$ cat src/rtl/tdli_pkg.sv
package tdli_pkg;

    localparam int unsigned DepthDefault = 1024;
    localparam logic [31:0] MaxDelayReset = 32'd65536;

    typedef enum logic [2:0] {
        ST_OK        = 3'd0,
        ST_DUPLICATE = 3'd1,
        ST_ORDER     = 3'd2,
        ST_BAD_DELAY = 3'd3,
        ST_EMPTY     = 3'd4
    } status_t;

    localparam logic OP_ADD = 1'b0;
    localparam logic OP_GET = 1'b1;

    typedef struct packed {
        logic               opcode;
        logic [31:0]        sample_time;
        logic signed [31:0] sample_value;
        logic [31:0]        delay;
    } item_t;

    typedef struct packed {
        logic signed [31:0] result_value;
        logic [2:0]         status;
    } result_t;

    // muldiv request/response between the top level and the divide unit
    typedef struct packed {
        logic        start;
        logic [32:0] mag_v;
        logic [32:0] mag_t;
        logic [32:0] den;
    } div_req_t;

    typedef struct packed {
        logic        done;
        logic [40:0] quotient;
    } div_rsp_t;

endpackage

$ cat src/rtl/tdli_muldiv.sv
module tdli_muldiv (
    input  logic               clk,
    input  logic               rst_n,
    input  tdli_pkg::div_req_t req,
    output tdli_pkg::div_rsp_t rsp
);
    import tdli_pkg::*;

    typedef enum logic [3:0] {
        MD_IDLE = 4'b0001,
        MD_MUL  = 4'b0010,
        MD_DIV  = 4'b0100,
        MD_DONE = 4'b1000
    } md_state_t;

    md_state_t   state_reg, state_next;
    logic [32:0] a_reg, b_reg, d_reg;
    logic [65:0] prod_reg;
    logic [1:0]  mstep_reg;
    logic [6:0]  bit_reg;
    logic [33:0] rem_reg;
    logic [40:0] q_reg;

    logic [16:0] a_half;
    logic [32:0] b_part;
    logic [49:0] pp;
    logic [33:0] rem_sh;
    logic        ge;
    logic [41:0] q_sh;

    always_comb
    begin
        a_half = mstep_reg[0] ? {1'b0, a_reg[32:17]} : a_reg[16:0];
        b_part = b_reg;
        pp     = 50'(a_half) * 50'(b_part);
        rem_sh = {rem_reg[32:0], prod_reg[bit_reg]};
        ge     = rem_sh >= {1'b0, d_reg};
        q_sh   = {q_reg, ge};
        state_next = state_reg;
        unique case (state_reg)
            MD_IDLE: if (req.start) state_next = MD_MUL;
            MD_MUL:  if (mstep_reg == 2'd1) state_next = MD_DIV;
            MD_DIV:  if (bit_reg == 7'd0) state_next = MD_DONE;
            MD_DONE: state_next = MD_IDLE;
            default: state_next = MD_IDLE;
        endcase
    end

    always_ff @(posedge clk or negedge rst_n)
    begin
        if (!rst_n)
        begin
            state_reg <= MD_IDLE;
        end
        else
        begin
            state_reg <= state_next;
        end
    end

    always_ff @(posedge clk)
    begin
        unique case (state_reg)
            MD_IDLE:
            begin
                a_reg     <= req.mag_v;
                b_reg     <= req.mag_t;
                d_reg     <= req.den;
                prod_reg  <= '0;
                mstep_reg <= '0;
            end
            MD_MUL:
            begin
                // two 17x33 partial products
                if (mstep_reg[0])
                    prod_reg <= prod_reg + {pp[48:0], 17'd0};
                else
                    prod_reg <= 66'(pp);
                mstep_reg <= mstep_reg + 2'd1;
                bit_reg   <= 7'd65;
                rem_reg   <= '0;
                q_reg     <= '0;
            end
            MD_DIV:
            begin
                rem_reg <= ge ? rem_sh - {1'b0, d_reg} : rem_sh;
                // cap the quotient as it forms
                q_reg   <= (q_sh > 42'h100_0000_0000) ? 41'h100_0000_0000 : q_sh[40:0];
                bit_reg <= bit_reg - 7'd1;
            end
            MD_DONE: ;
            default: ;
        endcase
    end

    assign rsp.done     = (state_reg == MD_DONE);
    assign rsp.quotient = q_reg;

    a_done_idle: assert property (@(posedge clk) disable iff (!rst_n)
        rsp.done |=> state_reg == MD_IDLE) else $error("muldiv done not followed by idle");
    a_mul_two: assert property (@(posedge clk) disable iff (!rst_n)
        $rose(state_reg == MD_MUL) |=> state_reg == MD_MUL) else $error("multiply too short");
    a_div_bounded: assert property (@(posedge clk) disable iff (!rst_n)
        state_reg == MD_DIV |-> bit_reg <= 7'd65) else $error("divide bit index out of range");

endmodule

$ cat config.mk
export PLATFORM = sky130hd
export DESIGN_NAME = tdli_muldiv
export DESIGN_NICKNAME = d
export VERILOG_FILES = /design/src/rtl/tdli_pkg.sv /design/src/rtl/tdli_muldiv.sv
export SDC_FILE = /design/constraint.sdc
export NUM_CORES = 2
export LEC_CHECK = 0
export BUFFER_PORTS_ARGS = -buffer_cell sky130_fd_sc_hd__buf_2
export CELL_PAD_IN_SITES_DETAIL_PLACEMENT = 1
export CELL_PAD_IN_SITES_GLOBAL_PLACEMENT = 1
export CORE_MARGIN = 5
export CORE_UTILIZATION = 40
export CTS_BUF_LIST = sky130_fd_sc_hd__clkbuf_8
export DETAILED_ROUTE_END_ITERATION = 10
export GPL_ROUTABILITY_DRIVEN = 0
export PLACE_DENSITY = 0.7
export RECOVER_POWER = 100
export SYNTH_ARGS = -nofsm -noshare
export SYNTH_HDL_FRONTEND = slang
export SYNTH_SLANG_ARGS = --single-unit
$ cat constraint.sdc
create_clock -name clk -period 15.2 [get_ports clk]
set_clock_uncertainty 0.1 [all_clocks]
set_input_delay 0.76 -clock clk [delete_from_list [all_inputs] [get_ports clk]]
set_output_delay 0.76 -clock clk [all_outputs]
set_load 0.05 [all_outputs]
==> out/results.tsv <==
metric	value	unit
status	complete, but fails checks	
violated checks	max-capacitance violations, max-slew violations	
Peak Freq	80.9	MHz
Synth Instances	3394	
vias per inst	5.28	
Buf/Inv on CP	5	
Setup crit start	mstep_reg[0]	
crit share post-route	81.3	%
ys flop type	edfxtp_1	
worst hold path class	input pin to flip-flop	
Syn Area/Cell	9.53	sq um
port buffer count	143	
Synth cell types	80	
syn_nets	4173	
setup TNS	0	ns
Top Family by Delay on Critical Path	compound AO/OA/AOI/OAI gates	
Seq/Total Area, Yosys	23.3	%
largest net degree at the start of global routing	71	
Starting DRT DRC Count	1124	
count leader, synth	inv_1	
WL met3	4880	um
initial antenna violation count	2	
Rows	104	
Max Cap Viol	10	
number of nets in the layout	4244	
routed via count	24100	
Req. time, crit path	15.51	ns
RR Startpoint	mstep_reg[0]	
drt pass-1 iters	5	
wire length on met1	40400	um
die width	294	um
Crit. End Element	flip-flop	
Critical Path AT	12.67	ns
Crit Path Class	flip-flop to flip-flop	
DRT antenna net count	0	
max reg flops	66	
Die Y-Extent	294	um
Hold Buf Count CTS	1	
IO Pins	144	
Fillers	9373	
Setup violations, final	0	
Critical Path Start Type	flip-flop	
Seq cells post-synth	252	
postcts setup bufs	0	
Skew-Pair Late Insertion Delay	0.69	ns
starting density of the core	40.2	%
detailed route wirelength on metal2	44500	um
CTS Buf Count	50	
post-cts resize count	0	
RSZ-0062 raised after global routing	false	
CTS tree	done	
top sig layer	met4	
first-pass GRT wire length	147000	um
vias in the first global route	26800	
synth top area cells	fa_1 (29%), edfxtp_1 (23%), ha_1 (8.2%)	
post-route DRC violation count	0	
worst-margin pin slew	4.09	ns
slowest stage cell on the critical path	clkbuf_1	
Synth Warn #	0	
worst hold path startpoint	req[28]	
post-DP HPWL	70700	um
total routed wirelength	92400	um
Max H-tree Level	2	
Yosys top cell by area	fa_1	
Worst slew margin	-172	%
Layout area overhead	7.76	%
most frequent cells after synthesis	inv_1 (640), nand2_1 (509), fa_1 (466)	
Post-synth ARST share	1.59	%
Routed wire per std cell	20.3	um
root buffer cell	clkbuf_8	
placed insts	4472	
mapped cell area	0.0323	sq mm
grt ovf	0	
Final Critical Period	12.36	ns
Most common cell on crit path	ha_1	
Die ar.	0.0867	sq mm
Clock transition at path regs	0.06	ns
clock buffer depth	3	
Final Max Tran Viols	429	
CTS Sinks	252	
Core Area	0.0804	sq mm
all-layer global routing usage	21.4	%
Synth top area share	28.8	%
maximum fanout along the worst path	37	
final std cells w/o fill	4564	
Fin. Hold Viols	0	
CP max stage delay	1.69	ns
share of layout cells above drive strength 1	6.54	%
EDFF count, synth	248	
placed cells by master, fill, tap and decap left out, types with 13 or more instances in the layout:
cell type  Yosys  layout
inv_1        640     655
nand2_1      509     509
fa_1         466     466
edfxtp_1     248     248
ha_1         211     211
and2_1       227     200
a21oi_1      149     149
nor2_1       143     143
buf_2          9      97
xnor2_1       73      73
a21o_1        68      68
o21ai_0       53      64
clkbuf_1     122      56
clkbuf_8       0      50
xor2_1        46      46
mux2i_1       43      43
and2_0         0      28
a211oi_1      26      26
nand3_1       25      25
mux4_2        21      21
nor2b_1       21      20
nand4_1       20      20
o21a_1        19      19
nor3_1        18      18
o21bai_1      18      18
buf_4          4      17
mux2_2        16      16
a31oi_1       15      15
and3_1        13      13
o211ai_1      13      13
per-stage QoR:
stage | area (sq um) | utilization (%) | worst slack (ns) | hold WS, ns
floorplan | 32300 | - | 6.23 | 0.364
global placement | 34000 | 42.3 | 5.02 | 0.463
detailed placement | 34000 | 42.3 | 4.95 | 0.465
CTS | 35000 | 43.5 | 4.89 | 0.0652
global route | 34900 | 43.3 | 2.18 | 0.0755
finish | 34900 | 43.3 | 2.84 | 0.143
area by class of cell:
type                       count  area (sq um)  area share [%]
multi-input combinational   2350         21800            62.5
sequential                   252          7550            21.7
inverter                     640          2400            6.90
tap                         1060          1330            3.81
timing repair buffer         171           833            2.39
clock buffer                  50           688            1.97
clock inverter                39           278           0.797
antenna                        2          5.00          0.0144
worst paths after layout:
kind | cells after the start | slack [ns] | end
worst min-delay path | 1 | 0.14 | d_reg[28]
worst min register to register | 1 | 0.49 | q_reg[36]
worst max register to register | 30 | 2.84 | prod_reg[63]
min in group asynchronous | 2 | 0.38 | state_reg[2]
max in group asynchronous | 2 | 14.35 | state_reg[0]
worst max-delay path | 30 | 2.84 | prod_reg[63]
per-layer routing:
metal / vias up / track usage [%]
met4: 0 / 5.90
met2: 570 / 36.7
met1: 12400 / 28.4
met3: 162 / 3.34
met5: - / 0
li1: 10900 / -
logic make-up (layout without fill, tap and decap cells):
group	count (synthesis)	after routing	synth area share, %
and+or+nand+nor	1023	1023	14.7
DFF	252	252	23.3
xor gates and xnor gates	119	119	3.22
adders and majority gates	677	677	37.0
muxes	80	80	3.35
other	0	2	0
buffers and inverters	792	900	9.27
AOI/OAI and AO/OA	451	451	9.14
Power is not shown: default switching activity piles up to over one toggle a cycle in this logic, so the estimate is an artifact.
